### src/rtl/core/rplm_pkg.sv
// ----------------------------------------------------------------------------
// Reclaim pressure level monitor package
// Shared widths, reset values, field codes and state types.
// ----------------------------------------------------------------------------
`default_nettype none

package rplm_pkg;

    localparam int SUM_WIDTH_DEF = 32;

    localparam int CNT_W  = 24;
    localparam int WIN_W  = 24;
    localparam int PCT_W  = 7;
    localparam int THR_W  = 7;
    localparam int PRIO_W = 4;
    localparam int MODE_W = 2;
    localparam int LVL_W  = 2;
    localparam int IDX_W  = 2;
    localparam int CFG_W  = 24;

    localparam logic [WIN_W-1:0]  WIN_RST   = 24'd512;
    localparam logic [THR_W-1:0]  MED_RST   = 7'd60;
    localparam logic [THR_W-1:0]  CRIT_RST  = 7'd95;
    localparam logic [PRIO_W-1:0] CPRIO_RST = 4'd3;

    localparam logic [MODE_W-1:0] MODE_TREE  = 2'd0;
    localparam logic [MODE_W-1:0] MODE_LOCAL = 2'd1;
    localparam logic [MODE_W-1:0] MODE_PRIO  = 2'd2;
    localparam logic [MODE_W-1:0] MODE_RSVD  = 2'd3;

    localparam logic [LVL_W-1:0] LVL_LOW  = 2'd0;
    localparam logic [LVL_W-1:0] LVL_MED  = 2'd1;
    localparam logic [LVL_W-1:0] LVL_CRIT = 2'd2;

    localparam logic [IDX_W-1:0] CFG_WINDOW = 2'd0;
    localparam logic [IDX_W-1:0] CFG_MED    = 2'd1;
    localparam logic [IDX_W-1:0] CFG_CRIT   = 2'd2;
    localparam logic [IDX_W-1:0] CFG_CPRIO  = 2'd3;

    localparam logic KIND_TREE  = 1'b0;
    localparam logic KIND_LOCAL = 1'b1;

    typedef enum logic [1:0] {
        S_IDLE,
        S_ACC,
        S_CALC,
        S_OUT
    } t_mon_state;

    typedef enum logic [2:0] {
        D_IDLE,
        D_SQR,
        D_PART,
        D_MUL,
        D_MUL2,
        D_DIV,
        D_DONE
    } t_div_state;

endpackage

`default_nettype wire

### src/rtl/core/rplm_div.sv
// ----------------------------------------------------------------------------
// Pressure calculation unit
// Bit-serial computation of the window pressure percent from the scanned
// and reclaimed sums: a squaring remainder loop, then a restoring divide.
// ----------------------------------------------------------------------------
`default_nettype none

module rplm_div #(
    parameter int SUM_WIDTH = rplm_pkg::SUM_WIDTH_DEF
) (
    input  logic                       i_clk,
    input  logic                       i_rst_n,
    input  logic                       i_start,
    input  logic [SUM_WIDTH-1:0]       i_s,
    input  logic [SUM_WIDTH-1:0]       i_r,
    output logic                       o_done,
    output logic [rplm_pkg::PCT_W-1:0] o_pct
);
    import rplm_pkg::*;

    localparam int CW = $clog2(SUM_WIDTH);
    localparam int DW = SUM_WIDTH + 1;
    localparam int TW = SUM_WIDTH + 2;
    localparam int NW = SUM_WIDTH + 7;

    t_div_state           r_state, n_state;
    logic [SUM_WIDTH-1:0] r_s, n_s;
    logic [SUM_WIDTH-1:0] r_r, n_r;
    logic [SUM_WIDTH-1:0] r_rsh, n_rsh;
    logic [SUM_WIDTH-1:0] r_rem, n_rem;
    logic [SUM_WIDTH-1:0] r_q, n_q;
    logic [CW-1:0]        r_cnt, n_cnt;
    logic [DW-1:0]        r_d, n_d;
    logic [NW-1:0]        r_num, n_num;
    logic [NW-1:0]        r_dsh, n_dsh;
    logic [PCT_W-1:0]     r_pq, n_pq;
    logic [2:0]           r_dcnt, n_dcnt;

    logic [TW-1:0] t, s1, s2, t_m1, t_m2;

    always_ff @(posedge i_clk) begin
        if (!i_rst_n) begin
            r_state <= D_IDLE;
        end else begin
            r_state <= n_state;
        end
    end

    always_ff @(posedge i_clk) begin
        r_s    <= n_s;
        r_r    <= n_r;
        r_rsh  <= n_rsh;
        r_rem  <= n_rem;
        r_q    <= n_q;
        r_cnt  <= n_cnt;
        r_d    <= n_d;
        r_num  <= n_num;
        r_dsh  <= n_dsh;
        r_pq   <= n_pq;
        r_dcnt <= n_dcnt;
    end

    assign s1   = {2'b00, r_s};
    assign s2   = {1'b0, r_s, 1'b0};
    assign t    = {1'b0, r_rem, 1'b0} + (r_rsh[SUM_WIDTH-1] ? {2'b00, r_r} : '0);
    assign t_m1 = t - s1;
    assign t_m2 = t - s2;

    assign o_pct = r_pq;

    always_comb begin
        n_state = r_state;
        n_s     = r_s;
        n_r     = r_r;
        n_rsh   = r_rsh;
        n_rem   = r_rem;
        n_q     = r_q;
        n_cnt   = r_cnt;
        n_d     = r_d;
        n_num   = r_num;
        n_dsh   = r_dsh;
        n_pq    = r_pq;
        n_dcnt  = r_dcnt;
        o_done  = 1'b0;
        unique case (r_state)
            D_IDLE: begin
                if (i_start) begin
                    n_s   = i_s;
                    n_r   = i_r;
                    n_rsh = i_r;
                    n_rem = '0;
                    n_q   = '0;
                    n_cnt = CW'(SUM_WIDTH - 1);
                    if (i_r >= i_s) begin
                        n_pq    = '0;
                        n_state = D_DONE;
                    end else begin
                        n_state = D_SQR;
                    end
                end
            end
            D_SQR: begin
                if (t >= s2) begin
                    n_rem = t_m2[SUM_WIDTH-1:0];
                    n_q   = {r_q[SUM_WIDTH-2:0], 1'b0} + SUM_WIDTH'(2);
                end else if (t >= s1) begin
                    n_rem = t_m1[SUM_WIDTH-1:0];
                    n_q   = {r_q[SUM_WIDTH-2:0], 1'b1};
                end else begin
                    n_rem = t[SUM_WIDTH-1:0];
                    n_q   = {r_q[SUM_WIDTH-2:0], 1'b0};
                end
                n_rsh = {r_rsh[SUM_WIDTH-2:0], 1'b0};
                if (r_cnt == '0) begin
                    n_state = D_PART;
                end else begin
                    n_cnt = r_cnt - CW'(1);
                end
            end
            D_PART: begin
                n_q     = r_s - r_q;
                n_d     = {1'b0, r_s} + {1'b0, r_r};
                n_state = D_MUL;
            end
            D_MUL: begin
                n_num   = {1'b0, r_q, 6'b0} + {2'b00, r_q, 5'b0};
                n_dsh   = {r_d, 6'b0};
                n_dcnt  = 3'd6;
                n_pq    = '0;
                n_state = D_MUL2;
            end
            D_MUL2: begin
                n_num   = r_num + {5'b0, r_q, 2'b00};
                n_state = D_DIV;
            end
            D_DIV: begin
                if (r_num >= r_dsh) begin
                    n_num = r_num - r_dsh;
                    n_pq  = {r_pq[PCT_W-2:0], 1'b1};
                end else begin
                    n_pq  = {r_pq[PCT_W-2:0], 1'b0};
                end
                n_dsh = r_dsh >> 1;
                if (r_dcnt == 3'd0) begin
                    n_state = D_DONE;
                end else begin
                    n_dcnt = r_dcnt - 3'd1;
                end
            end
            D_DONE: begin
                o_done  = 1'b1;
                n_state = D_IDLE;
            end
            default: begin
                n_state = D_IDLE;
            end
        endcase
    end

endmodule

`default_nettype wire

### src/rtl/core/reclaim_pressure_level_monitor.sv
// ----------------------------------------------------------------------------
// Reclaim pressure level monitor
// Accumulates tree and local reclaim reports into saturating sums and, when a
// window fills, reports its pressure percent, level and socket-pressure flag.
// ----------------------------------------------------------------------------
// One item at a time: the input is stalled from acceptance until the item is done.
// An item that closes no window returns to idle after the accumulate state. One that
// closes a window with reclaimed below scanned runs the divider through the bit-serial
// squaring loop and then the percent divide before its result is registered; with
// reclaimed at or above scanned the percent is zero. A stalled output holds a result back.
// Synchronous active-low reset clears all sums and the output valid flag and loads defaults.
`default_nettype none

module reclaim_pressure_level_monitor #(
    parameter int SUM_WIDTH = rplm_pkg::SUM_WIDTH_DEF
) (
    input  logic                        i_clk,
    input  logic                        i_rst_n,
    input  logic                        i_cfg_we,
    input  logic [rplm_pkg::IDX_W-1:0]  i_cfg_idx,
    input  logic [rplm_pkg::CFG_W-1:0]  i_cfg_data,
    input  logic                        i_valid,
    output logic                        o_stall,
    input  logic [rplm_pkg::MODE_W-1:0] i_mode,
    input  logic                        i_reclaim_allowed,
    input  logic                        i_is_root,
    input  logic [rplm_pkg::CNT_W-1:0]  i_scanned_count,
    input  logic [rplm_pkg::CNT_W-1:0]  i_reclaimed_count,
    input  logic [rplm_pkg::PRIO_W-1:0] i_priority_req,
    output logic                        o_valid,
    input  logic                        i_stall,
    output logic [rplm_pkg::LVL_W-1:0]  o_level,
    output logic [rplm_pkg::PCT_W-1:0]  o_pressure_percent,
    output logic                        o_window_kind,
    output logic                        o_socket_pressure
);
    import rplm_pkg::*;

    localparam int AW = ((SUM_WIDTH > WIN_W) ? SUM_WIDTH : WIN_W) + 1;
    localparam logic [AW-1:0] SUM_MAX_E = {{(AW-SUM_WIDTH){1'b0}}, {SUM_WIDTH{1'b1}}};

    t_mon_state r_state, n_state;

    logic [WIN_W-1:0]  r_win;
    logic [THR_W-1:0]  r_med;
    logic [THR_W-1:0]  r_crit;
    logic [PRIO_W-1:0] r_cprio;

    logic [SUM_WIDTH-1:0] r_tree_s, n_tree_s;
    logic [SUM_WIDTH-1:0] r_tree_r, n_tree_r;
    logic [SUM_WIDTH-1:0] r_loc_s, n_loc_s;
    logic [SUM_WIDTH-1:0] r_loc_r, n_loc_r;

    logic [MODE_W-1:0] r_mode;
    logic              r_allowed;
    logic              r_root;
    logic [CNT_W-1:0]  r_sc;
    logic [CNT_W-1:0]  r_rc;
    logic [PRIO_W-1:0] r_prio;

    logic                 r_kind, n_kind;
    logic [PCT_W-1:0]     r_pct, n_pct;

    logic             r_o_valid, n_o_valid;
    logic [LVL_W-1:0] r_o_level, n_o_level;
    logic [PCT_W-1:0] r_o_pct, n_o_pct;
    logic             r_o_kind, n_o_kind;
    logic             r_o_sock, n_o_sock;

    logic                 in_take;
    logic                 eff_tree;
    logic                 drop;
    logic [CNT_W-1:0]     eff_sc;
    logic [CNT_W-1:0]     eff_rc;
    logic [SUM_WIDTH-1:0] a_s, a_r;
    logic [AW-1:0]        sum_s, sum_r;
    logic [SUM_WIDTH-1:0] sat_s, sat_r;
    logic                 full;
    logic [LVL_W-1:0]     lvl;
    logic                 div_start;
    logic                 div_done;
    logic [PCT_W-1:0]     div_pct;

    rplm_div #(
        .SUM_WIDTH(SUM_WIDTH)
    ) u_div (
        .i_clk  (i_clk),
        .i_rst_n(i_rst_n),
        .i_start(div_start),
        .i_s    (sat_s),
        .i_r    (sat_r),
        .o_done (div_done),
        .o_pct  (div_pct)
    );

    assign o_stall            = (r_state != S_IDLE);
    assign in_take            = i_valid && !o_stall;
    assign o_valid            = r_o_valid;
    assign o_level            = r_o_level;
    assign o_pressure_percent = r_o_pct;
    assign o_window_kind      = r_o_kind;
    assign o_socket_pressure  = r_o_sock;

    always_ff @(posedge i_clk) begin
        if (!i_rst_n) begin
            r_win   <= WIN_RST;
            r_med   <= MED_RST;
            r_crit  <= CRIT_RST;
            r_cprio <= CPRIO_RST;
        end else if (i_cfg_we) begin
            unique case (i_cfg_idx)
                CFG_WINDOW: r_win   <= i_cfg_data[WIN_W-1:0];
                CFG_MED:    r_med   <= i_cfg_data[THR_W-1:0];
                CFG_CRIT:   r_crit  <= i_cfg_data[THR_W-1:0];
                CFG_CPRIO:  r_cprio <= i_cfg_data[PRIO_W-1:0];
                default: begin
                end
            endcase
        end
    end

    always_ff @(posedge i_clk) begin
        if (!i_rst_n) begin
            r_state   <= S_IDLE;
            r_tree_s  <= '0;
            r_tree_r  <= '0;
            r_loc_s   <= '0;
            r_loc_r   <= '0;
            r_o_valid <= 1'b0;
        end else begin
            r_state   <= n_state;
            r_tree_s  <= n_tree_s;
            r_tree_r  <= n_tree_r;
            r_loc_s   <= n_loc_s;
            r_loc_r   <= n_loc_r;
            r_o_valid <= n_o_valid;
        end
    end

    always_ff @(posedge i_clk) begin
        if (in_take) begin
            r_mode    <= i_mode;
            r_allowed <= i_reclaim_allowed;
            r_root    <= i_is_root;
            r_sc      <= i_scanned_count;
            r_rc      <= i_reclaimed_count;
            r_prio    <= i_priority_req;
        end
        r_kind    <= n_kind;
        r_pct     <= n_pct;
        r_o_level <= n_o_level;
        r_o_pct   <= n_o_pct;
        r_o_kind  <= n_o_kind;
        r_o_sock  <= n_o_sock;
    end

    always_comb begin
        eff_tree = (r_mode == MODE_TREE) || (r_mode == MODE_PRIO);
        eff_sc   = (r_mode == MODE_PRIO) ? r_win : r_sc;
        eff_rc   = (r_mode == MODE_PRIO) ? '0 : r_rc;
        drop     = (r_mode == MODE_RSVD)
                || ((r_mode == MODE_PRIO) && (r_prio > r_cprio))
                || !r_allowed
                || (eff_sc == '0)
                || ((r_mode == MODE_LOCAL) && r_root);
        a_s   = eff_tree ? r_tree_s : r_loc_s;
        a_r   = eff_tree ? r_tree_r : r_loc_r;
        sum_s = {{(AW-SUM_WIDTH){1'b0}}, a_s} + {{(AW-WIN_W){1'b0}}, eff_sc};
        sum_r = {{(AW-SUM_WIDTH){1'b0}}, a_r} + {{(AW-WIN_W){1'b0}}, eff_rc};
        sat_s = (sum_s > SUM_MAX_E) ? {SUM_WIDTH{1'b1}} : sum_s[SUM_WIDTH-1:0];
        sat_r = (sum_r > SUM_MAX_E) ? {SUM_WIDTH{1'b1}} : sum_r[SUM_WIDTH-1:0];
        full  = ({{(AW-SUM_WIDTH){1'b0}}, sat_s} >= {{(AW-WIN_W){1'b0}}, r_win});

        if (r_pct >= r_crit) begin
            lvl = LVL_CRIT;
        end else if (r_pct >= r_med) begin
            lvl = LVL_MED;
        end else begin
            lvl = LVL_LOW;
        end
    end

    always_comb begin
        n_state   = r_state;
        n_tree_s  = r_tree_s;
        n_tree_r  = r_tree_r;
        n_loc_s   = r_loc_s;
        n_loc_r   = r_loc_r;
        n_kind    = r_kind;
        n_pct     = r_pct;
        n_o_valid = r_o_valid && i_stall;
        n_o_level = r_o_level;
        n_o_pct   = r_o_pct;
        n_o_kind  = r_o_kind;
        n_o_sock  = r_o_sock;
        div_start = 1'b0;
        unique case (r_state)
            S_IDLE: begin
                if (in_take) begin
                    n_state = S_ACC;
                end
            end
            S_ACC: begin
                n_state = S_IDLE;
                if (!drop) begin
                    if (full) begin
                        n_kind    = eff_tree ? KIND_TREE : KIND_LOCAL;
                        div_start = 1'b1;
                        n_state   = S_CALC;
                    end
                    if (eff_tree) begin
                        n_tree_s = full ? '0 : sat_s;
                        n_tree_r = full ? '0 : sat_r;
                    end else begin
                        n_loc_s = full ? '0 : sat_s;
                        n_loc_r = full ? '0 : sat_r;
                    end
                end
            end
            S_CALC: begin
                if (div_done) begin
                    n_pct   = div_pct;
                    n_state = S_OUT;
                end
            end
            S_OUT: begin
                if (!r_o_valid || !i_stall) begin
                    n_o_valid = 1'b1;
                    n_o_level = lvl;
                    n_o_pct   = r_pct;
                    n_o_kind  = r_kind;
                    n_o_sock  = (r_kind == KIND_LOCAL) && (lvl != LVL_LOW);
                    n_state   = S_IDLE;
                end
            end
            default: begin
                n_state = S_IDLE;
            end
        endcase
    end

endmodule

`default_nettype wire
### config.mk
export PLATFORM = sky130hd
export DESIGN_NAME = reclaim_pressure_level_monitor
export DESIGN_NICKNAME = d
export VERILOG_FILES = /design/src/rtl/core/rplm_pkg.sv /design/src/rtl/core/rplm_div.sv /design/src/rtl/core/reclaim_pressure_level_monitor.sv
export SDC_FILE = /design/constraint.sdc
export NUM_CORES = 2
export LEC_CHECK = 0
export BUFFER_PORTS_ARGS = -buffer_cell sky130_fd_sc_hd__buf_2
export CORE_MARGIN = 2
export CORE_UTILIZATION = 66
export CTS_BUF_LIST = sky130_fd_sc_hd__clkbuf_8
export DETAILED_ROUTE_END_ITERATION = 10
export PLACE_DENSITY = 0.91
export SLEW_MARGIN = 25
export SYNTH_ARGS = -nofsm -noshare
export SYNTH_HDL_FRONTEND = slang
export SYNTH_SLANG_ARGS = --single-unit
### constraint.sdc
create_clock -name i_clk -period 10.5 [get_ports i_clk]
set_clock_uncertainty 0.1 [all_clocks]
set_input_delay 0.525 -clock i_clk [delete_from_list [all_inputs] [get_ports i_clk]]
set_output_delay 0.525 -clock i_clk [all_outputs]
set_load 0.02 [all_outputs]
---- Word level (Yosys, flattened, before mapping) ----
Cells that the tools add are included.
word-level totals
  register bits ........................... 537
  bits in latches ......................... 0
  bits in writable memories ............... 0
  bits in read-only memories .............. 0
  input bits .............................. 87
  output and inout bits ................... 13
  word-level logic and storage cells ...... 181
  memories kept ........................... 0
operators by class
  add/sub/neg operators ................... 13
  $mul .................................... 0
  divide/modulo/power cells ............... 0
  order comparisons ....................... 10
  eq/ne operators ......................... 25
  shift operators ......................... 0
  multiplexer cells ....................... 50
  bitwise gates (word level) .............. 2
  reduce and logical (&&, ||, !) cells .... 47
operators by type and width
  cell                                                             number
  two-way mux 32 bit                                               12
  one-hot mux 32 bit (2 select lines)                              2
  one-hot mux 39 bit (3 select lines)                              1
  one-hot mux 32 bit (3 select lines)                              1
  subtractor 32 bit                                                3
  one-hot mux 39 bit (2 select lines)                              1
  adder 32 x 24 -> 33 bit                                          2
  greater-than comparator 33 x 32 -> 1 bit, second input constant  2
  two-way mux 24 bit                                               2
  adder 38 x 37 -> 39 bit                                          1
  adder 39 x 34 -> 39 bit                                          1
  greater-or-equal comparator 39 bit                               1
  two-way mux 39 bit                                               1
  subtractor 39 bit                                                1
  adder 33 x 32 -> 34 bit                                          1
  greater-or-equal comparator 34 x 32 -> 1 bit                     1
  greater-or-equal comparator 34 x 33 -> 1 bit                     1
  adder 32 x 32 -> 33 bit                                          1
  adder 32 x 2 -> 32 bit, second input constant                    1
  greater-or-equal comparator 32 x 24 -> 1 bit                     1
  greater-or-equal comparator 32 bit                               1
  logical NOT 24 bit                                               1
  AND reduction 2 bit                                              11
  one-hot mux 7 bit (3 select lines)                               1
  other kinds (30)                                                 96

---- Depth between registers and ports, before layout ----
  depth after elaboration ................. 12
  mapped depth ............................ 32
  gate-level depth less buffers ........... 28

---- By module ----
Synthesis repeated with hierarchy kept, for this count alone.
unflattened totals
  cell total of the unflattened synthesis .. 4476
  area total of the unflattened synthesis .. 40000.9 µm²
modules (own cells, without submodules)
  module                          times used  cells each  area each (µm²)
  rplm_div                        1           2955        26299.0
  reclaim_pressure_level_monitor  1           1521        13701.9

---- Least setup slack after synthesis ----
Ideal clock, no wire load.
  path kind ............................... reg2reg
  start point ............................. register r_mode[0]
  end point ............................... register u_div.r_r[0] (enable)
  library setup time ...................... 0.429 ns
  data arrival time ....................... 7.354 ns
  data required time ...................... 9.971 ns
  path slack .............................. 2.617 ns
  stages on the path, launching flop included .. 31
  path buffers ............................ 5
  path through ............................ edfxtp_1 buf_2 buf_1 clkbuf_1 clkbuf_1 mux2_2 ha_1 inv_1 fa_1 nor2b_1 o31a_1 o41a_1 o21a_1 o21ai_0 nand2b_1 a21boi_0 o21bai_1 xor2_1 nor2_1 inv_1 ha_1 nand3_1 nor2_1 and3_1 nand4_1 a21oi_1 a2111oi_0 and4_1 buf_4 nor2_2 and2_1
on the way
  longest elaborated chain between the ends .. 11
ends and longest elaborated chain
  element                                                    line                                                                          text
  from (decl)                                                reclaim_pressure_level_monitor.sv:54                                          logic [MODE_W-1:0] r_mode;
  from (signal assigned)                                     reclaim_pressure_level_monitor.sv:142                                         r_mode <= i_mode;
  == test 2 bit / logical NOT 2 bit (equally long branches)  reclaim_pressure_level_monitor.sv:158, reclaim_pressure_level_monitor.sv:159
  logical OR 1 bit                                           reclaim_pressure_level_monitor.sv:158                                         eff_tree = (r_mode == MODE_TREE) || (r_mode == MODE_PRIO);
  two-way mux 32 bit                                         reclaim_pressure_level_monitor.sv:166                                         a_s = eff_tree ? r_tree_s : r_loc_s;
  adder 32 x 24 -> 33 bit (*)                                reclaim_pressure_level_monitor.sv:168                                         sum_s = {{(AW-SUM_WIDTH){1'b0}}, a_s} + {{(AW-WIN_W){1'b0}}, eff_sc};
  greater-than comparator 33 x 32 -> 1 bit                   reclaim_pressure_level_monitor.sv:170                                         sat_s = (sum_s > SUM_MAX_E) ? {SUM_WIDTH{1'b1}} : sum_s[SUM_WIDTH-1:0];
  two-way mux 32 bit (*)                                     reclaim_pressure_level_monitor.sv:170
  net sat_s[14]                                              reclaim_pressure_level_monitor.sv:77                                          logic [SUM_WIDTH-1:0] sat_s, sat_r;
  greater-or-equal comparator 32 x 24 -> 1 bit (*)           reclaim_pressure_level_monitor.sv:172                                         full = ({{(AW-SUM_WIDTH){1'b0}}, sat_s} >= {{(AW-WIN_W){1'b0}}, r_win});
  two-way mux 1 bit (*)                                      reclaim_pressure_level_monitor.sv:206                                         if (full) begin
  two-way mux 1 bit (*)                                      reclaim_pressure_level_monitor.sv:205                                         if (!drop) begin
  two-way mux 1 bit (*)                                      reclaim_pressure_level_monitor.sv:197                                         unique case (r_state)
  AND reduction 2 bit (no line) (*)                          -
  to (signal assigned)                                       rplm_div.sv:51                                                                r_r <= n_r;
  to (decl)                                                  rplm_div.sv:28                                                                logic [SUM_WIDTH-1:0] r_r, n_r;
Mark *: on every way through the listed nets, which the timed path passes. The rest lies on a longest branch.
A chain may end at the register's enable or synchronous reset.

---- Worst setup path in the final report ----
  start point ............................. register r_mode[0]
  end point ............................... register u_div.r_pq[1] (netlist: u_div.o_pct[1]) (enable)
RTL lines
  element                                                    line                                                                          text
  == test 2 bit / logical NOT 2 bit (equally long branches)  reclaim_pressure_level_monitor.sv:158, reclaim_pressure_level_monitor.sv:160
  logical OR 1 bit                                           reclaim_pressure_level_monitor.sv:158
  two-way mux 32 bit                                         reclaim_pressure_level_monitor.sv:167                                         a_r = eff_tree ? r_tree_r : r_loc_r;
  adder 32 x 24 -> 33 bit (*)                                reclaim_pressure_level_monitor.sv:169                                         sum_r = {{(AW-SUM_WIDTH){1'b0}}, a_r} + {{(AW-WIN_W){1'b0}}, eff_rc};
  greater-than comparator 33 x 32 -> 1 bit                   reclaim_pressure_level_monitor.sv:171                                         sat_r = (sum_r > SUM_MAX_E) ? {SUM_WIDTH{1'b1}} : sum_r[SUM_WIDTH-1:0];
  two-way mux 32 bit (*)                                     reclaim_pressure_level_monitor.sv:171
  net sat_r[27]                                              reclaim_pressure_level_monitor.sv:77
  greater-or-equal comparator 32 bit (*)                     rplm_div.sv:94                                                                if (i_r >= i_s) begin
  inequality test 2 x 1 -> 1 bit (no line) (*)               -
  AND reduction 3 bit (no line) (*)                          -
  to (signal assigned)                                       rplm_div.sv:59                                                                r_pq <= n_pq;
  to (decl)                                                  rplm_div.sv:36                                                                logic [PCT_W-1:0] r_pq, n_pq;
Marked as above.

==> reports/qor.yml <==
status: "finished clean"
start_util: 0.664
place_congestion: 1.02
peakVddDrop_v: 0.000149
grt_antenna_before_repair: 1
final_nets: 4991
dr.pass1.iters: 6
yosysSeqAreaShare: 0.369
ys.flop_type: "edfxtp_1"
grt_max_degree: 83
worst_slew_pin_slew_ps: 1010
tns_ps: 0
met3_length_um: 12500
grt_pass1_wl_um: 181000
grtUsageTotal: 0.381
internal_power_uw: 4020
area_growth_syn_to_layout_pct: 10.1
num_vias: 35112
drtAntennaViolNets: 0
synth.largest_area_cell: "edfxtp_1"
drive_gt1_frac: 0.0805
crit_arrival_ps: 8450
dr.first_iter.drc_count: 3814
r2r_slack_ps: 2340
ios: 100
synth_area_leaders: "edfxtp_1, ha_1, dfxtp_1"
finalSetupViolCount: 0
clk_pin_slew_worst_paths_ps: 60
p_leak_uw: 0.0185
fp-row-count: 89
rsz0062_at_grt: "no"
crit_fanout: 47
hold_viol: 0
drv_cap: 0
post_cts_buffers: 0
holdWs_ps: 55.9
hold_class: "primary input to flip-flop"
wl_met1_um: 43300
via_per_inst: 6.55
cts_tree: "built"
required_ps: 10800
coreArea_um2: 58700
slew_violations: 0
highest_layer: "met5"
port_buffers: 99
wl_met2_um: 54100
grt_pass1_vias: 33814
slew_headroom: 0.321
synth_area_per_cell_um2: 8.95
p_per_area_nw_per_um2: 139
layout.cells.most_common_list: "nand2_1, ha_1, edfxtp_1"
netlist_area_um2: 39000
root_buffer: "clkbuf_8"
sw_frac_of_total: 0.326
p_switching_uw: 1950
die_w_um: 247
p_comb_frac: 0.259
period_share: 0.777
fp.dieArea_um2: 61000
crit_path_start_kind: "flip-flop"
synthDistinctLibCells: 84
cts_buffer_depth: 3
synth_top_area_frac: 0.278
post-dp-hpwl_um: 85300
die_y_um: 247
synth_fp_nets: 4834
post_drt_wl_per_cell_um: 22.0
critical_path_class: "flip-flop to flip-flop"
grt_overflow_total: 0
synth_edf_count: 361
worst_skew_pair.late_latency_ps: 730
synth_seq_cells: 537
clock-sinks: 537
final_common_cell: "nand2_1"
place_area_um2: 40200
drc: 0
wirelength_um: 118000
netlist_instances: 4353
design_area_um2: 42900
clkPwrFrac: 0.336
power_frac_seq: 0.405
ctsHtreeMaxLevel: 3
period_needed_ps: 8160
yosys_warnings: 0
cts_made_buffers: 89
synthArstFlopShare: 0
fmax_mhz: 123
cp-end-kind: "flip-flop"
layout make-up:
type	count	area, um2
Clock buffer	104	1430
Multi-Input combinational cell	3379	23100
Tap cell	773	967
Sequential cell	537	14400
Antenna cell	5	12.5
Inverter	298	1120
Fill cell	4128	15800
Timing Repair Buffer	205	1480
Clock inverter	60	455
final timing paths:
check | endpoint | start | depth (start not counted)
worst max-delay path | u_div.o_pct[1] | r_mode[0] | 25
worst max register to register | u_div.o_pct[1] | r_mode[0] | 25
worst min register to register | r_pct[6] | u_div.o_pct[6] | 0
worst min-delay path | r_win[2] | i_cfg_data[2] | 3
power by group through the flow:
stage,Clock (uW),Sequential (uW),Combinational [uW]
5_1_grt,2090,2410,1680
6_report,2000,2410,1540
4_1_cts,1990,2410,1500
2_1_floorplan,0,2430,1110
3_5_place_dp,0,2450,1460
3_3_place_gp,0,2450,1430
synth_stat cells (92+ instances only):
master    count
ha_1        384
a21o_1      171
clkbuf_1    113
nand2_1     478
xor2_1       98
inv_1       298
o21ai_0     269
o21ai_1     100
nor2_1      279
and2_1       92
xnor2_1     188
edfxtp_1    361
a21oi_1     332
dfxtp_1     176
worst max-delay path, cell delays in order, from the launching register on:
cell and delay [ps]:
edfxtp_1 380, inv_1 330, nand2_2 530, buf_4 420
and2_1 200, ha_1 380, a21o_1 190, a21o_1 170
a21oi_1 190, nor3b_1 220, o211ai_1 170, a31oi_1 340
o21ai_0 210, a221oi_1 700, o21ai_0 230, a2bb2oi_1 590
ha_1 280, nand4_1 110, nor2_1 160, nand2_1 100
nor3_1 330, and4_1 280, nor3b_1 250, o211ai_1 130
o211ai_1 390, a31o_2 400
through the flow:
step / setup WS, ps / total power [uW] / cells / util
2_1_floorplan: 2620 / 3540 / 4353 / -
3_3_place_gp: 2800 / 3880 / 5115 / 0.685
3_5_place_dp: 2560 / 3910 / 5115 / 0.685
4_1_cts: 2510 / 5900 / 5356 / 0.730
5_1_grt: 1900 / 6180 / 5356 / 0.731
6_report: 2340 / 5960 / 5361 / 0.731
cell families (layout without fill, tap and decap cells):
group           after synthesis  count (layout)  synth area share
other cells                   0               5                 0
simple gates               1274            1274             0.154
compound gates             1326            1326             0.215
fa+ha+maj                   394             394             0.128
flops                       537             537             0.369
mux                          99              99            0.0274
xor+xnor                    286             286            0.0643
buf+inv                     437             667            0.0426
flip-flops by register name, indices dropped and copies added, names as in the netlist, 24 cells and up, named ones only:
name,cells
u_div.r_dsh,39
u_div.r_num,39
u_div.r_d,33
r_loc_r,32
r_loc_s,32
r_tree_r,32
r_tree_s,32
u_div.r_q,32
u_div.r_r,32
u_div.r_rem,32
u_div.r_rsh,32
u_div.r_s,32
r_rc,24
r_sc,24
r_win,24
layer usage:
layer	vias to the layer above	GRT usage
li1	16167	-
met1	16257	0.465
met2	2117	0.622
met3	569	0.0680
met4	2	0.242
met5	-	0
timing repair:
item / 4_1_cts / 5_1_grt
hold buffers: 77 / 0
resized for setup: 0 / 0
hold endpoints to repair: 79 / 0
Power figures use the tool's default switching activity.
